### src/rtl/fst_pkg.sv
package fst_pkg;

  localparam int unsigned SAMPLE_W = 10;
  localparam int unsigned POS_W    = 8;
  localparam int unsigned KEY_W    = 8;
  localparam int unsigned CFG_IDX_W = 3;

  localparam logic [KEY_W-1:0] KEY_UP    = 8'h55;
  localparam logic [KEY_W-1:0] KEY_DOWN  = 8'h44;
  localparam logic [KEY_W-1:0] KEY_RIGHT = 8'h52;
  localparam logic [KEY_W-1:0] KEY_LEFT  = 8'h4C;

  localparam logic REQ_AUTO   = 1'b0;
  localparam logic REQ_MANUAL = 1'b1;

  localparam logic [CFG_IDX_W-1:0] CFG_VERT_LOW   = 3'd0;
  localparam logic [CFG_IDX_W-1:0] CFG_VERT_HIGH  = 3'd1;
  localparam logic [CFG_IDX_W-1:0] CFG_HORIZ_LOW  = 3'd2;
  localparam logic [CFG_IDX_W-1:0] CFG_HORIZ_HIGH = 3'd3;
  localparam logic [CFG_IDX_W-1:0] CFG_VERT_START = 3'd4;
  localparam logic [CFG_IDX_W-1:0] CFG_HORIZ_START = 3'd5;

  localparam logic [POS_W-1:0] LOW_LIMIT_RST  = 8'd0;
  localparam logic [POS_W-1:0] HIGH_LIMIT_RST = 8'd180;
  localparam logic [POS_W-1:0] START_RST      = 8'd90;

  typedef struct packed {
    logic                req_type;
    logic [SAMPLE_W-1:0] top_left;
    logic [SAMPLE_W-1:0] top_right;
    logic [SAMPLE_W-1:0] bottom_left;
    logic [SAMPLE_W-1:0] bottom_right;
    logic [SAMPLE_W-1:0] tolerance;
    logic [KEY_W-1:0]    key_code;
  } fst_in_t;

  typedef struct packed {
    logic [POS_W-1:0] vert_position;
    logic [POS_W-1:0] horiz_position;
    logic             vert_moved;
    logic             horiz_moved;
  } fst_out_t;

endpackage

### src/rtl/fst_in_if.sv
interface fst_in_if import fst_pkg::*; ();
  logic    valid;
  logic    ready;
  fst_in_t data;

  modport source (output valid, output data, input ready);
  modport sink (input valid, input data, output ready);
endinterface

### src/rtl/fst_out_if.sv
interface fst_out_if import fst_pkg::*; ();
  logic     valid;
  logic     ready;
  fst_out_t data;

  modport source (output valid, output data, input ready);
  modport sink (input valid, input data, output ready);
endinterface

### src/rtl/four_sensor_sun_tracker.sv
// Dual-axis light tracker with four sensors.
// req: one item per sample set (req_type 0) or manual key (req_type 1).
//   An item is taken at a rising edge with req.valid and req.ready high.
// rsp: one item per request with both axis positions and move flags.
// cfg_we/cfg_index/cfg_data: write-only limit registers, written
//   at any edge with cfg_we high; write them only while the block is idle.
//   Indexes above 3 are ignored, so start writes (4 and 5) have no effect and
//   reset always restores the default start position of 90.
// Path: an item taken sits in the input register, is worked and lands in
//   the result register once that is empty or being taken; rsp.valid rises
//   as it lands.
// Throughput: one item per cycle while rsp.ready stays high; the position
//   update is a single add, compare and clamp per axis between the input and result registers.
// Stall: when rsp.ready is low the result holds, the input register takes
//   one more item only if it is empty, then req.ready drops until the result is taken.
// Reset (rst, synchronous): both stages empty, limits back to 0 and 180,
//   positions back to 90.
module four_sensor_sun_tracker import fst_pkg::*; (
  input  logic                 clk,
  input  logic                 rst,
  fst_in_if.sink               req,
  fst_out_if.source            rsp,
  input  logic                 cfg_we,
  input  logic [CFG_IDX_W-1:0] cfg_index,
  input  logic [POS_W-1:0]     cfg_data
);

  logic [POS_W-1:0] vert_low_limit;
  logic [POS_W-1:0] vert_high_limit;
  logic [POS_W-1:0] horiz_low_limit;
  logic [POS_W-1:0] horiz_high_limit;

  logic [POS_W-1:0] vert_pos;
  logic [POS_W-1:0] horiz_pos;
  logic [POS_W-1:0] vert_pos_next;
  logic [POS_W-1:0] horiz_pos_next;

  fst_in_t  in_r;
  logic     in_valid;
  fst_out_t out_r;
  logic     out_valid;
  logic     advance;

  logic                vert_moved_next;
  logic                horiz_moved_next;
  logic [SAMPLE_W-1:0] top_mean;
  logic [SAMPLE_W-1:0] bot_mean;
  logic [SAMPLE_W-1:0] lft_mean;
  logic [SAMPLE_W-1:0] rgt_mean;
  logic [SAMPLE_W:0]   diff_v;
  logic [SAMPLE_W:0]   diff_h;
  logic [SAMPLE_W:0]   mag_v;
  logic [SAMPLE_W:0]   mag_h;
  logic                vert_up;
  logic                vert_down;
  logic                horiz_up;
  logic                horiz_down;

  assign advance   = in_valid && (!out_valid || rsp.ready);
  assign req.ready = !in_valid || advance;
  assign rsp.valid = out_valid;
  assign rsp.data  = out_r;

  // configuration
  always_ff @(posedge clk) begin
    if (rst) begin
      vert_low_limit   <= LOW_LIMIT_RST;
      vert_high_limit  <= HIGH_LIMIT_RST;
      horiz_low_limit  <= LOW_LIMIT_RST;
      horiz_high_limit <= HIGH_LIMIT_RST;
    end else if (cfg_we) begin
      unique case (cfg_index)
        CFG_VERT_LOW:   vert_low_limit   <= cfg_data;
        CFG_VERT_HIGH:  vert_high_limit  <= cfg_data;
        CFG_HORIZ_LOW:  horiz_low_limit  <= cfg_data;
        CFG_HORIZ_HIGH: horiz_high_limit <= cfg_data;
        default: ;
      endcase
    end
  end

  // pair means and axis differences
  always_comb begin
    top_mean = SAMPLE_W'(({1'b0, in_r.top_left} + {1'b0, in_r.top_right}) >> 1);
    bot_mean = SAMPLE_W'(({1'b0, in_r.bottom_left} + {1'b0, in_r.bottom_right}) >> 1);
    lft_mean = SAMPLE_W'(({1'b0, in_r.top_left} + {1'b0, in_r.bottom_left}) >> 1);
    rgt_mean = SAMPLE_W'(({1'b0, in_r.top_right} + {1'b0, in_r.bottom_right}) >> 1);
    diff_v   = {1'b0, top_mean} - {1'b0, bot_mean};
    diff_h   = {1'b0, lft_mean} - {1'b0, rgt_mean};
    mag_v    = diff_v[SAMPLE_W] ? (~diff_v + 1'b1) : diff_v;
    mag_h    = diff_h[SAMPLE_W] ? (~diff_h + 1'b1) : diff_h;
  end

  // step decode
  always_comb begin
    vert_up    = 1'b0;
    vert_down  = 1'b0;
    horiz_up   = 1'b0;
    horiz_down = 1'b0;
    if (in_r.req_type == REQ_AUTO) begin
      if (mag_v > {1'b0, in_r.tolerance}) begin
        vert_up   = !diff_v[SAMPLE_W];
        vert_down = diff_v[SAMPLE_W];
      end
      if (mag_h > {1'b0, in_r.tolerance}) begin
        horiz_down = !diff_h[SAMPLE_W];
        horiz_up   = diff_h[SAMPLE_W];
      end
    end else begin
      priority case (in_r.key_code)
        KEY_UP:    vert_up    = 1'b1;
        KEY_DOWN:  vert_down  = 1'b1;
        KEY_RIGHT: horiz_up   = 1'b1;
        KEY_LEFT:  horiz_down = 1'b1;
        default: ;
      endcase
    end
    vert_moved_next  = vert_up || vert_down;
    horiz_moved_next = horiz_up || horiz_down;
  end

  // clamped steps, only the limit on the side of the step is checked
  always_comb begin
    vert_pos_next = vert_pos;
    if (vert_up) begin
      vert_pos_next = (vert_pos >= vert_high_limit) ? vert_high_limit : vert_pos + 1'b1;
    end else if (vert_down) begin
      vert_pos_next = (vert_pos <= vert_low_limit) ? vert_low_limit : vert_pos - 1'b1;
    end
    horiz_pos_next = horiz_pos;
    if (horiz_up) begin
      horiz_pos_next = (horiz_pos >= horiz_high_limit) ? horiz_high_limit
                                                       : horiz_pos + 1'b1;
    end else if (horiz_down) begin
      horiz_pos_next = (horiz_pos <= horiz_low_limit) ? horiz_low_limit
                                                      : horiz_pos - 1'b1;
    end
  end

  always_ff @(posedge clk) begin
    if (rst) begin
      in_valid  <= 1'b0;
      out_valid <= 1'b0;
      vert_pos  <= START_RST;
      horiz_pos <= START_RST;
    end else begin
      if (req.ready) begin
        in_valid <= req.valid;
      end
      if (advance) begin
        out_valid <= 1'b1;
        vert_pos  <= vert_pos_next;
        horiz_pos <= horiz_pos_next;
      end else if (rsp.ready) begin
        out_valid <= 1'b0;
      end
    end
  end

  always_ff @(posedge clk) begin
    if (req.valid && req.ready) begin
      in_r <= req.data;
    end
    if (advance) begin
      out_r.vert_position  <= vert_pos_next;
      out_r.horiz_position <= horiz_pos_next;
      out_r.vert_moved     <= vert_moved_next;
      out_r.horiz_moved    <= horiz_moved_next;
    end
  end

`ifndef SYNTH
  a_pos_hold: assert property (@(posedge clk) disable iff (rst)
    !advance |=> $stable(vert_pos) && $stable(horiz_pos))
    else $error("position changed without an item");

  a_advance_out: assert property (@(posedge clk) disable iff (rst)
    advance |=> out_valid && rsp.data.vert_position == vert_pos
                && rsp.data.horiz_position == horiz_pos)
    else $error("result does not match position state");

  a_unknown_key: assert property (@(posedge clk) disable iff (rst)
    advance && in_r.req_type == REQ_MANUAL && in_r.key_code != KEY_UP
    && in_r.key_code != KEY_DOWN && in_r.key_code != KEY_RIGHT
    && in_r.key_code != KEY_LEFT
    |=> !rsp.data.vert_moved && !rsp.data.horiz_moved)
    else $error("unknown key reported a move");
`endif

endmodule

### src/flat_wrapper.sv
// flat-port wrapper written by rule: the top's interface ports become plain ports
module four_sensor_sun_tracker_flat import fst_pkg::*;
  (clk, rst, cfg_we, cfg_index, cfg_data, req_valid, req_data, req_ready, rsp_valid, rsp_data, rsp_ready);
  fst_in_if req_i ();
  fst_out_if rsp_i ();
  input  logic clk;
  input  logic rst;
  input  logic cfg_we;
  input  logic [CFG_IDX_W-1:0] cfg_index;
  input  logic [POS_W-1:0] cfg_data;
  input wire logic [$bits(req_i.valid)-1:0] req_valid;
  input wire logic [$bits(req_i.data)-1:0] req_data;
  output wire logic [$bits(req_i.ready)-1:0] req_ready;
  output wire logic [$bits(rsp_i.valid)-1:0] rsp_valid;
  output wire logic [$bits(rsp_i.data)-1:0] rsp_data;
  input wire logic [$bits(rsp_i.ready)-1:0] rsp_ready;
  assign req_i.valid = req_valid;
  assign req_i.data = req_data;
  assign req_ready = req_i.ready;
  assign rsp_valid = rsp_i.valid;
  assign rsp_data = rsp_i.data;
  assign rsp_i.ready = rsp_ready;
  four_sensor_sun_tracker u_core (.clk(clk), .rst(rst), .req(req_i), .rsp(rsp_i), .cfg_we(cfg_we), .cfg_index(cfg_index), .cfg_data(cfg_data));
endmodule
### config.mk
export PLATFORM = sky130hd
export DESIGN_NAME = four_sensor_sun_tracker_flat
export DESIGN_NICKNAME = d
export VERILOG_FILES = /design/src/rtl/fst_pkg.sv /design/src/rtl/fst_in_if.sv /design/src/rtl/fst_out_if.sv /design/src/rtl/four_sensor_sun_tracker.sv /design/src/flat_wrapper.sv
export SDC_FILE = /design/constraint.sdc
export NUM_CORES = 1
export LEC_CHECK = 0
export ABC_AREA = 1
export BUFFER_PORTS_ARGS = -buffer_cell sky130_fd_sc_hd__buf_4
export CORE_MARGIN = 2
export CORE_UTILIZATION = 55
export CTS_CLUSTER_DIAMETER = 200
export CTS_CLUSTER_SIZE = 12
export DETAILED_ROUTE_END_ITERATION = 6
export PLACE_DENSITY = 0.82
export SLEW_MARGIN = 20
export SYNTH_ARGS = -nofsm -noshare
export SYNTH_HDL_FRONTEND = slang
export SYNTH_SLANG_ARGS = --single-unit
### constraint.sdc
create_clock -name clk -period 13.1 [get_ports clk]
set_input_delay 1.31 -clock clk [delete_from_list [all_inputs] [get_ports clk]]
set_output_delay 1.31 -clock clk [all_outputs]
set_load 0.02 [all_outputs]
### After elaboration in Yosys (flattened, before gate mapping)

Index checks and enable logic that the tools add are counted.

| word-level totals | value |
|---|---|
| register bits | 127 |
| input port bits | 75 |
| output and inout port bits | 20 |
| logic and storage cells | 86 |

| cells by class | value |
|---|---|
| add/sub/neg operators | 12 |
| magnitude comparators | 6 |
| eq/ne operators | 7 |
| muxes and demuxes | 24 |
| bitwise logic cells | 2 |
| reductions and logical operators | 16 |

Operators by type and width:

| kind | count |
|---|---|
| $mux W8 | 8 |
| $add A10 B10 Y11 | 4 |
| $eq A8 B7 Y1 const B | 4 |
| $add A11 B1 Y11 const B | 2 |
| $gt A11 B10 Y1 | 2 |
| $mux W11 | 2 |
| $not A11 Y11 | 2 |
| $sub A10 B10 Y11 | 2 |
| $add A8 B1 Y8 const B | 2 |
| $ge A8 B8 Y1 | 2 |
| $le A8 B8 Y1 | 2 |
| $sub A8 B1 Y8 const B | 2 |
| $mux W1 | 14 |
| $reduce_and A2 Y1 | 4 |
| $eq A3 B2 Y1 const B | 2 |
| $logic_not A1 Y1 | 4 |
| $logic_or A1 B1 Y1 | 4 |
| $eq A3 B1 Y1 const B | 1 |
| $logic_not A3 Y1 | 1 |
| $logic_and A1 B1 Y1 | 2 |
| $reduce_bool A2 Y1 | 1 |

### Logic depth before layout (Yosys ltp)

Gate-level depths: netlist of run 1.

| logic depth | value |
|---|---|
| depth after elaboration | 10 |
| gate-level depth with buffers | 39 |
| depth with buffers taken out | 39 |

### Worst setup path before layout of run 1

Ideal clock, no wire load.

| path | value |
|---|---|
| path type | register -> register |
| from | register u_core.in_r[39] (netlist bit) |
| to | register u_core.out_r, in the netlist u_core.rsp.data[13], data pin |
| library setup time | 0.255 ns |
| data arrival time | 4.530 ns |
| required time | 12.845 ns |
| path slack | 8.315 ns |
| stages on the path, launching flop included | 35 |
| path buffers | 0 |
| period minus slack after synthesis | 4.785 ns |
| cell sequence | edfxtp_1 fa_1 a21o_1 a21oi_1 o21ai_0 a21oi_1 inv_1 a21oi_1 xor2_1 ha_1 inv_1 o21bai_1 nor2_1 nand2_1 nand2_1 nand2_1 a21o_4 nor2_1 xor2_1 inv_1 ha_1 nand2_1 o21ai_0 nand2_1 nand2_1 nand2_1 nand2_1 nand2_1 nand2_1 nand2_1 o21bai_4 nand2_4 inv_2 nand3_1 and2_1 |

| on the way | value |
|---|---|
| word-level cells in the longest chain between the ends | 10 |
| elaborated cells between the ends (all ways) | 13 |
| classes of those cells | 3 x add/sub; 1 x order compare; 7 x mux; 1 x bitwise; 1 x reduce/logical |

Ends and longest elaborated chain:

| item | line | text |
|---|---|---|
| from (decl) | four_sensor_sun_tracker.sv:38 | `fst_in_t in_r;` |
| from (signal assigned) | four_sensor_sun_tracker.sv:162 | `in_r <= req.data;` |
| $add A10 B10 Y11 (*) | four_sensor_sun_tracker.sv:84 | `top_mean = SAMPLE_W'(({1'b0, in_r.top_left} + {1'b0, in_r.top_right}) >> 1);` |
| $sub A10 B10 Y11 (*) | four_sensor_sun_tracker.sv:88 | `diff_v = {1'b0, top_mean} - {1'b0, bot_mean};` |
| $not A11 Y11 | four_sensor_sun_tracker.sv:90 | `mag_v = diff_v[SAMPLE_W] ? (~diff_v + 1'b1) : diff_v;` |
| $add A11 B1 Y11 | four_sensor_sun_tracker.sv:90 |  |
| $mux W11 | four_sensor_sun_tracker.sv:90 |  |
| $gt A11 B10 Y1 | four_sensor_sun_tracker.sv:101 | `if (mag_v > {1'b0, in_r.tolerance}) begin` |
| $mux W1 | four_sensor_sun_tracker.sv:101 |  |
| $mux W1 | four_sensor_sun_tracker.sv:100 | `if (in_r.req_type == REQ_AUTO) begin` |
| $mux W8 | four_sensor_sun_tracker.sv:127 | `end else if (vert_down) begin` |
| $mux W8 (*) | four_sensor_sun_tracker.sv:125 | `if (vert_up) begin` |
| via u_core.vert_pos_next[3] | four_sensor_sun_tracker.sv:35 | `logic [POS_W-1:0] vert_pos_next;` |
| to (decl) | four_sensor_sun_tracker.sv:40 | `fst_out_t out_r;` |

Mark *: on every way through the listed nets, which the timed path passes. The rest lies on a longest branch.
A chain may end at the register's enable or synchronous reset.

### Worst setup path in the final report of run 1

| path | value |
|---|---|
| from | register u_core.in_r[39] (netlist bit) |
| to | register u_core.out_r, in the netlist u_core.rsp.data[14], data pin |

The elaborated chain is that of the path after synthesis.

==> flow_summary.ini, run 1 <==
[synth]
synth_enable_flop_cells = 77
yosysSeqAreaShare_pct = 35.0
synthDistinctLibCells = 44
post_synth_main_area_contributors = edfxtp_1, ha_1, dfxtp_1
synth-main-ff-cell = edfxtp_1
postSynthAreaPerCell_um2 = 7.93
netlist_instances = 1195
netlist_area_mm2 = 0.00948
asyncSetResetFlopFracSynth_pct = 0
synthesis.yosys.warnings = 0
ys_top_cells_by_count = nand2_1, inv_1, a21oi_1, ha_1, nand3_1
synth_nets = 1390
synth_most_common_cell = nand2_1
post-synth-top-area-fraction_pct = 24.4
synth_area_leader_cell = edfxtp_1
ys_seq_elements = 127

[route]
detail_route.first_pass.iterations = 7
vias = 8362
post-route-drc-count = 0
postRouteWirelength_mm = 23.3
postRouteAntennaNets = 0
post_drt_wl_per_cell_um = 15.3
drt-initial-drc-count = 663
via_per_inst = 5.48

[worst_setup_path]
startpoint = u_core.in_r[39]
count_of_cells_along_the_worst_register_to_register_path = 34
critPathMaxStageDelay_ns = 0.49
worst_r2r_endpoint = u_core.rsp.data[14]
critPathMostFrequentCell = nand2_1
crit_type = register to register
critical_path.startpoint_type = register
setup.reg_to_reg.worst_slack_ns = 7.66
cpMaxStageDelayCell = edfxtp_1
arrival_time_reported_for_the_critical_path_endpoint_ns = 5.63
cp-endpoint = u_core.rsp.data[14]
worstPathMaxFanout = 10
critical_path_capture_point_type = register
r2r-start = u_core.in_r[39]
worst-endpoint-required_ns = 13.29

[layout]
regArea_mm2 = 0.00331
finish.cell_count_without_fillers = 1526
drive_above_1_share_pct = 12.2
multi_input_area_mm2 = 0.00548
synthToLayoutAreaGrowth_pct = 15.6
num_antenna_cells = 0
nNetsFinal = 1488
postLayoutCellArea_mm2 = 0.0110
fillerInstances = 1410

[timing]
setup_total_negative_slack_ns = 0
worst-slew-pin-transition_ns = 0.789
max_freq_ghz = 0.184
timing.max_slew.rel_slack_pct = 47.4
timing.final.hold_violations = 0
period_minus_slack_ns = 5.44
rsz0062_at_grt = no
post-route-period-util_pct = 41.5
maxSlewViolCount = 0
fin_skew_ns = 0.00861
setup_viol_count_final = 0

[global_route]
grt_overflow = 0
first_global_vias = 8136
globalRouteTotalUtil_pct = 26.6
number_of_antenna_violations_at_the_first_check_in_global_routing = 0
grt_pass1_wl_mm = 38.7
grt_max_degree = 60

[clock_network]
path_clk_slew_ns = 0.06
tritoncts = done
cts-resized-gates = 0
cts_num_sinks = 127
cts-root-buf = clkbuf_16
clock_tree.htree_level_count = 4
number_of_buffers_created_by_cts = 17
cts_hold_buffers = 0
clock_path_buffers = 2
cts_post_setup_buffers_inserted = 0
worstSkewPairLatency_ns = 0.44

[pwr]
power.static_leakage_nw = 5.22
worst_ir_drop_vdd_mv = 0.132
powerDensity_mw_per_mm2 = 160

[placement]
gp_congestion = 0.964
count_of_input_and_output_buffers = 94
hpwlAfterDp_mm = 17.8
place.detailed.instances = 1494
postPlaceCellArea_mm2 = 0.0104

[status]
run_status = finished clean

[floorplanning]
initial_core_util_pct = 56.7
rows = 47
pin_count = 95
die_area_mm2 = 0.0183
die-width_um = 135
die_y_um = 135
floorplan.core_area_mm2 = 0.0167

[min_path]
hold_start = u_core.horiz_low_limit[1]
min_path_type = register to register

[job]
drv.max_cap_violation_count = 0
layer usage:
layer | GRT usage, % | wire length [um]
met1 | 36.9 | 10900
met2 | 41.5 | 10400
met3 | 4.75 | 1530
met4 | 10.4 | 525
met5 | 0 | 0
cells in the final DEF (no fill, tap or decap), types with 6 or more instances in the layout:
cell type and count:
xnor2_1 21, dfxtp_1 50, buf_4 96, a21o_1 6
inv_1 158, nand3_1 83, clkbuf_16 17, o21bai_1 6
and2_1 8, nand4_1 16, nor2_1 65, a21oi_1 116
edfxtp_1 77, o21ai_0 75, ha_1 114, xor2_1 51
o211ai_1 6, nand2_1 260, nor3_1 14, fa_1 6
state kept, by name, indices dropped and copies added (netlist names):
| name | cells |
|---|---|
| u_core.horiz_high_limit | 8 |
| u_core.rsp.valid | 1 |
| u_core.in_r | 59 |
| u_core.vert_high_limit | 8 |
| u_core.rsp.data | 18 |
| u_core.vert_pos | 8 |
| u_core.vert_low_limit | 8 |
| u_core.horiz_low_limit | 8 |
| u_core.horiz_pos | 8 |
| u_core.in_valid | 1 |
per-stage QoR:
step	hold slack (ns)	power, mW	worst slack (ns)	utilization, %
floorplan	0.440	1.11	8.32	-
global placement	0.468	1.27	7.82	62.2
detailed placement	0.478	1.29	7.75	62.2
CTS	0.485	1.75	7.72	65.6
global route	0.508	1.89	6.98	65.6
finish	0.481	1.75	7.66	65.6
kinds of logic (layout without fill, tap and decap cells):
logic type                 Yosys count  count (layout)  synth area share, %
AOI/OAI and AO/OA                  223             223                 12.9
xor gates and xnor gates            73              73                 6.83
adders and majority gates          120             120                 16.3
buffers and inverters              180             291                 7.30
DFF                                127             127                 35.0
and+or+nand+nor                    472             472                 21.7
layout make-up:
cell class                 instances  share of cell area, %
multi-input combinational        888                   50.0
sequential                       127                   30.2
timing repair buffer              96                   6.58
inverter                         163                   5.61
clock buffer                      17                   3.88
tap                              220                   2.51
clock inverter                    15                   1.20
worst min path at each step:
stage / cells after the start / slack [ns] / end
2_1_floorplan: 2 / 0.44 / u_core.horiz_low_limit[0]
3_3_place_gp: 2 / 0.47 / u_core.horiz_low_limit[1]
3_5_place_dp: 2 / 0.48 / u_core.horiz_low_limit[1]
4_1_cts: 2 / 0.48 / u_core.horiz_low_limit[1]
5_1_grt: 2 / 0.51 / u_core.vert_low_limit[6]
6_report: 2 / 0.48 / u_core.horiz_low_limit[1]
power breakdown:
part | switching [mW] | internal (mW)
logic | 0.498 | 0.313
registers | 0.0249 | 0.462
clock network | 0.202 | 0.247
critical path, delay by kind of cell, from the launching register on:
kind / cells / cell delay, ns
buffers and inverters: 4 / 0.35
adder cells (fa/ha/maj): 3 / 1.08
flip-flops: 1 / 0.49
AND/OR/NAND/NOR: 16 / 1.28
AO/OA/AOI/OAI: 9 / 1.64
XOR/XNOR: 2 / 0.34
Power figures use the tool's default switching activity.
==> run 2, diff against run 1 <==
==> constraint.sdc (replaced) <==
create_clock -name clk -period 5.3 [get_ports clk]
set_input_delay 0.53 -clock clk [delete_from_list [all_inputs] [get_ports clk]]
set_output_delay 0.53 -clock clk [all_outputs]
set_load 0.02 [all_outputs]
==> run 2 against run 1 <==
Global-route usage rose by 0.39 points. Die area unchanged. Worst setup slack worse by 7.6 ns. Combinational power grew to 2.8 times the previous value. Via count rose by 3.4%. Core utilization increased by 3.5 points. Critical path depth up 1. First-iteration DRC count rose by 17%. Worst hold slack worse by 0.21 ns. Critical endpoint is now u_core.rsp.data[11]. Largest cell class unchanged. Largest power group unchanged. Highest routed layer unchanged.
==> flow_summary.ini, run 2 (synthesis results as in run 1) <==
[worst_setup_path]
startpoint = u_core.in_r[38]
critPathMaxStageDelay_ns = 0.43
r2r-start = u_core.in_r[38]
critPathMostFrequentCell = nand2_1
count_of_cells_along_the_worst_register_to_register_path = 35
setup.reg_to_reg.worst_slack_ns = 0.11
critical_path.startpoint_type = register
critical_path_capture_point_type = register
cpMaxStageDelayCell = edfxtp_1
worst-endpoint-required_ns = 5.48
cp-endpoint = u_core.rsp.data[11]
worstPathMaxFanout = 8
arrival_time_reported_for_the_critical_path_endpoint_ns = 5.38
worst_r2r_endpoint = u_core.rsp.data[11]
crit_type = register to register

[clock_network]
path_clk_slew_ns = 0.06
cts-root-buf = clkbuf_16
number_of_buffers_created_by_cts = 17
worstSkewPairLatency_ns = 0.43
cts_num_sinks = 127
clock_path_buffers = 2
clock_tree.htree_level_count = 4
cts_hold_buffers = 0
tritoncts = done

[route]
detail_route.first_pass.iterations = 6
via_per_inst = 5.57
drt-initial-drc-count = 773
post-route-drc-count = 0
post_drt_wl_per_cell_um = 16.0
postRouteAntennaNets = 0
postRouteWirelength_mm = 24.8
vias = 8645

[global_route]
grt_pass1_wl_mm = 39.4
first_global_vias = 8200
grt_overflow = 0
number_of_antenna_violations_at_the_first_check_in_global_routing = 0
globalRouteTotalUtil_pct = 27.0
grt_max_degree = 60

[layout]
num_antenna_cells = 0
drive_above_1_share_pct = 18.4
synthToLayoutAreaGrowth_pct = 21.8
flip_flop_count_of_the_largest_register_after_layout = 59
most-common-layout-cells = nand2_1, inv_1, buf_4
fillerInstances = 1368
max_flop_register = u_core.in_r
final_core_utilization_pct = 69.1
nNetsFinal = 1515
layout.cells.most_common = nand2_1

[placement]
count_of_input_and_output_buffers = 94
gp_congestion = 0.906
hpwlAfterDp_mm = 17.8

[floorplanning]
initial_core_util_pct = 56.7
die_area_mm2 = 0.0183
rows = 47
die_y_um = 135
die-width_um = 135
pin_count = 95
floorplan.core_area_mm2 = 0.0167

[pwr]
worst_ir_drop_vdd_mv = 0.308
p_sw_share_pct = 39.4
power.share.sequential_pct = 25.2
power.static_leakage_nw = 5.45
powerDensity_mw_per_mm2 = 415
clock_power_share_pct = 27.3
internal_power_mw = 2.90
relative_contribution_of_combinational_cells_to_total_power_pct = 47.5
switching_power_mw = 1.88

[timing]
rsz0062_at_grt = yes
fin_skew_ns = 0.0143
maxSlewViolCount = 0
setup_total_negative_slack_ns = 0
timing.max_slew.rel_slack_pct = 47.4
worst-slew-pin-transition_ns = 0.790
setup_viol_count_final = 0
max_freq_ghz = 0.193
period_minus_slack_ns = 5.19
post-route-period-util_pct = 98.0
timing.final.hold_violations = 0

[job]
drv.max_cap_violation_count = 0

[min_path]
hold_path_depth = 1
min_path_type = primary input to register

[status]
run_status = finished clean
## run 2: changes by cell type in the layout (fill, tap and decap cells not counted), moves of 5 or more
| cell | delta |
|---|---|
| a21oi_1 | -17 |
| a21oi_2 | +15 |
| buf_4 | +25 |
| bufinv_16 | +5 |
| ha_1 | -5 |
| nand2_1 | -12 |
| nand2_2 | +11 |
| nand3_1 | -6 |
| nand3_2 | +6 |
| o21ai_0 | -10 |
| o21ai_1 | +5 |
| o21ai_2 | +5 |
## run 2: worst max-delay path, delay by kind of cell, from the launching register on
kind                     cells  cell delay [ns]
AO/OA/AOI/OAI                6             1.11
XOR/XNOR                     2             0.30
adder cells (fa/ha/maj)      3             0.90
buffers and inverters        4             0.21
flip-flops                   1             0.43
AND/OR/NAND/NOR             20             2.01
## run 2: routing by layer
metal	share of wire, %	routed length (um)	vias to the layer above	GRT usage (%)
li1	-	-	4269	-
met3	6.4	1600	46	4.64
met5	0	0	-	0
met4	2.1	511	0	8.85
met2	45	11300	341	42.6
met1	46	11400	3989	37.8
## run 2: per-stage QoR
step	area [um2]	setup slack, ns	power, mW	instances	hold WS [ns]
detailed placement	10400	-0.00653	3.19	1498	0.471
finish	11500	0.106	4.79	1553	0.270
floorplan	9480	0.515	2.74	1195	0.440
CTS	11100	0.0144	4.51	1531	0.264
global placement	10400	0.0548	3.15	1498	0.468
global route	11500	-0.174	5.15	1553	0.262
## run 2: what timing repair did
item	CTS	global route
buffers inserted	1	21
hold endpoints to repair	0	0
pin swaps	0	31
endpoints found under the setup margin	7	34
gates cloned	0	1
resized for setup	2	78
## run 2: worst min path at each step
stage	from	end	slack [ns]
finish	req_data[53]	u_core.in_r[53]	0.27
floorplan	u_core.horiz_low_limit[0]	u_core.horiz_low_limit[0]	0.44
detailed placement	u_core.vert_low_limit[1]	u_core.vert_low_limit[1]	0.47
global route	req_data[43]	u_core.in_r[43]	0.26
global placement	u_core.horiz_low_limit[1]	u_core.horiz_low_limit[1]	0.47
CTS	req_data[43]	u_core.in_r[43]	0.26
## run 2: layout make-up
class | instances | area (um2) | area share, %
Multi-Input combinational cell | 889 | 5760 | 49.9
Sequential cell | 127 | 3310 | 28.7
Timing Repair Buffer | 122 | 920 | 7.97
Inverter | 163 | 623 | 5.40
Clock buffer | 20 | 447 | 3.87
Tap cell | 220 | 275 | 2.38
Clock inverter | 12 | 205 | 1.78
## run 2: power by group through the flow
stage	Clock [mW]	Combinational (mW)	Sequential, mW
CTS	1.32	2.00	1.20
global route	1.36	2.58	1.21
floorplan	0	1.51	1.22
global placement	0	1.93	1.22
finish	1.31	2.27	1.20
detailed placement	0	1.97	1.22
==> run 3, diff against run 2 <==
--- a/config.mk
+++ b/config.mk
@@ -12,7 +12,8 @@
 export CTS_CLUSTER_DIAMETER = 200
 export CTS_CLUSTER_SIZE = 12
 export DETAILED_ROUTE_END_ITERATION = 6
-export PLACE_DENSITY = 0.82
+export GPL_TIMING_DRIVEN = 0
+export PLACE_DENSITY = 0.78
 export SLEW_MARGIN = 20
 export SYNTH_ARGS = -nofsm -noshare
 export SYNTH_HDL_FRONTEND = slang
==> run 3 against run 2 <==
Sequential cell count did not move. Cell count up 1.1%. Via count up 0.46%. Worst setup slack worse by 0.057 ns. Maximum frequency decreased by 1.1%. Critical path depth stayed put. Non-clock buffer count is 18 higher. Critical endpoint unchanged.
==> flow_summary.ini, run 3 (synthesis results as in run 1) <==
[global_route]
grt_max_degree = 60
first_global_vias = 8049
grt_pass1_wl_mm = 39.2
grt_overflow = 0
number_of_antenna_violations_at_the_first_check_in_global_routing = 0
globalRouteTotalUtil_pct = 27.2

[timing]
timing.max_slew.rel_slack_pct = 45.3
finalWorstSetupSlack_ns = 0.0482
setup_viol_count_final = 0
max_freq_ghz = 0.190
fin_skew_ns = 0.0131
period_minus_slack_ns = 5.25
rsz0062_at_grt = yes
worst-slew-pin-transition_ns = 0.818
maxSlewViolCount = 0
post-route-period-util_pct = 99.1
setup_total_negative_slack_ns = 0
timing.final.hold_violations = 0

[clock_network]
path_clk_slew_ns = 0.06
worstSkewPairLatency_ns = 0.43
cts_num_sinks = 127
tritoncts = done
number_of_buffers_created_by_cts = 17
clock_path_buffers = 2
clock_tree.htree_level_count = 4
cts-root-buf = clkbuf_16

[min_path]
hold_path_depth = 1
worst_min_delay_path_endpoint = u_core.in_r[25]
min_path_type = primary input to register
hold_start = req_data[25]

[placement]
count_of_input_and_output_buffers = 94
gp_congestion = 0.910
dp_slack_ns = -0.249
hpwlAfterDp_mm = 17.8

[floorplanning]
die-width_um = 135
pin_count = 95
initial_core_util_pct = 56.7
die_area_mm2 = 0.0183
rows = 47
die_y_um = 135
floorplan.core_area_mm2 = 0.0167

[worst_setup_path]
worst_r2r_endpoint = u_core.rsp.data[11]
worst-endpoint-required_ns = 5.49
count_of_cells_along_the_worst_register_to_register_path = 35
critical_path.startpoint_type = register
critPathMaxStageDelay_ns = 0.43
cpMaxStageDelayCell = edfxtp_1
critPathMostFrequentCell = nand2_1
r2r-start = u_core.in_r[48]
crit_type = register to register
worstPathMaxFanout = 8
arrival_time_reported_for_the_critical_path_endpoint_ns = 5.44
setup.reg_to_reg.worst_slack_ns = 0.05
critical_path_capture_point_type = register

[status]
run_status = finished clean

[layout]
synthToLayoutAreaGrowth_pct = 23.0
flip_flop_count_of_the_largest_register_after_layout = 59
nNetsFinal = 1532
max_flop_register = u_core.in_r
most-common-layout-cells = nand2_1, inv_1, buf_4
num_antenna_cells = 0
drive_above_1_share_pct = 20.1
layout.cells.most_common = nand2_1

[pwr]
power.static_leakage_nw = 5.48
powerDensity_mw_per_mm2 = 409
worst_ir_drop_vdd_mv = 0.380
p_total_mw = 4.76

[job]
drv.max_cap_violation_count = 0

[route]
post_drt_wl_per_cell_um = 15.8
vias = 8685
via_per_inst = 5.53
post-route-drc-count = 0
postRouteAntennaNets = 0
detail_route.first_pass.iterations = 5
postRouteWirelength_mm = 24.8
drt-initial-drc-count = 722
[run 3: timing repair]
item / in CTS / in global routing
endpoints found under the setup margin: 27 / 34
buffers inserted: 13 / 16
pin swaps: 3 / 50
resized for setup: 13 / 97
hold buffers: 0 / 0
[run 3: how the worst max path moves through the flow]
stage / startpoint / endpoint / slack [ns] / depth (start not counted)
floorplan: u_core.in_r[39] / u_core.rsp.data[13] / 0.52 / 34
detailed placement: u_core.in_r[39] / u_core.rsp.data[16] / -0.25 / 34
global route: u_core.in_r[48] / u_core.rsp.data[11] / -0.20 / 35
global placement: u_core.in_r[39] / u_core.rsp.data[16] / -0.23 / 34
CTS: u_core.in_r[49] / u_core.rsp.data[3] / 0.02 / 34
finish: u_core.in_r[48] / u_core.rsp.data[11] / 0.05 / 35
[run 3: power by group]
group	internal, mW	switching [mW]	leakage, nW
clock network	0.699	0.505	0.296
logic	0.948	1.42	4.04
registers	1.14	0.0519	1.15
[run 3: area by class of cell]
type                    instances  area, um2
clock inverters                13        141
flip-flops and latches        127       3310
plain buffers                  17       77.6
repair buffers                123        940
inverters                     163        634
multi-input cells             888       5810
well taps                     220        275
fillers                      1367       5050
clock buffers                  19        458
[run 3: worst max-delay path, delay by kind of cell, from the launching register on]
family	cells	cell delay (ns)
DFF	1	0.43
buffers and inverters	2	0.10
adders and majority gates	3	0.98
AOI/OAI and AO/OA	8	1.39
and+or+nand+nor	20	1.71
xor gates and xnor gates	2	0.36
[run 3: per-layer routing]
| layer | part of all wire, % | track usage [%] |
|---|---|---|
| met4 | 1.6 | 7.23 |
| met1 | 46 | 38.4 |
| met5 | 0 | 0 |
| met3 | 6.4 | 5.31 |
| met2 | 46 | 43.0 |
[run 3: metrics by stage]
stage | area [um2] | util (%) | hold WS [ns] | std cells
global placement | 10500 | 62.6 | 0.464 | 1509
CTS | 11200 | 67.1 | 0.260 | 1554
floorplan | 9480 | - | 0.440 | 1195
finish | 11700 | 69.8 | 0.267 | 1570
detailed placement | 10500 | 62.6 | 0.477 | 1509
global route | 11700 | 69.8 | 0.258 | 1570
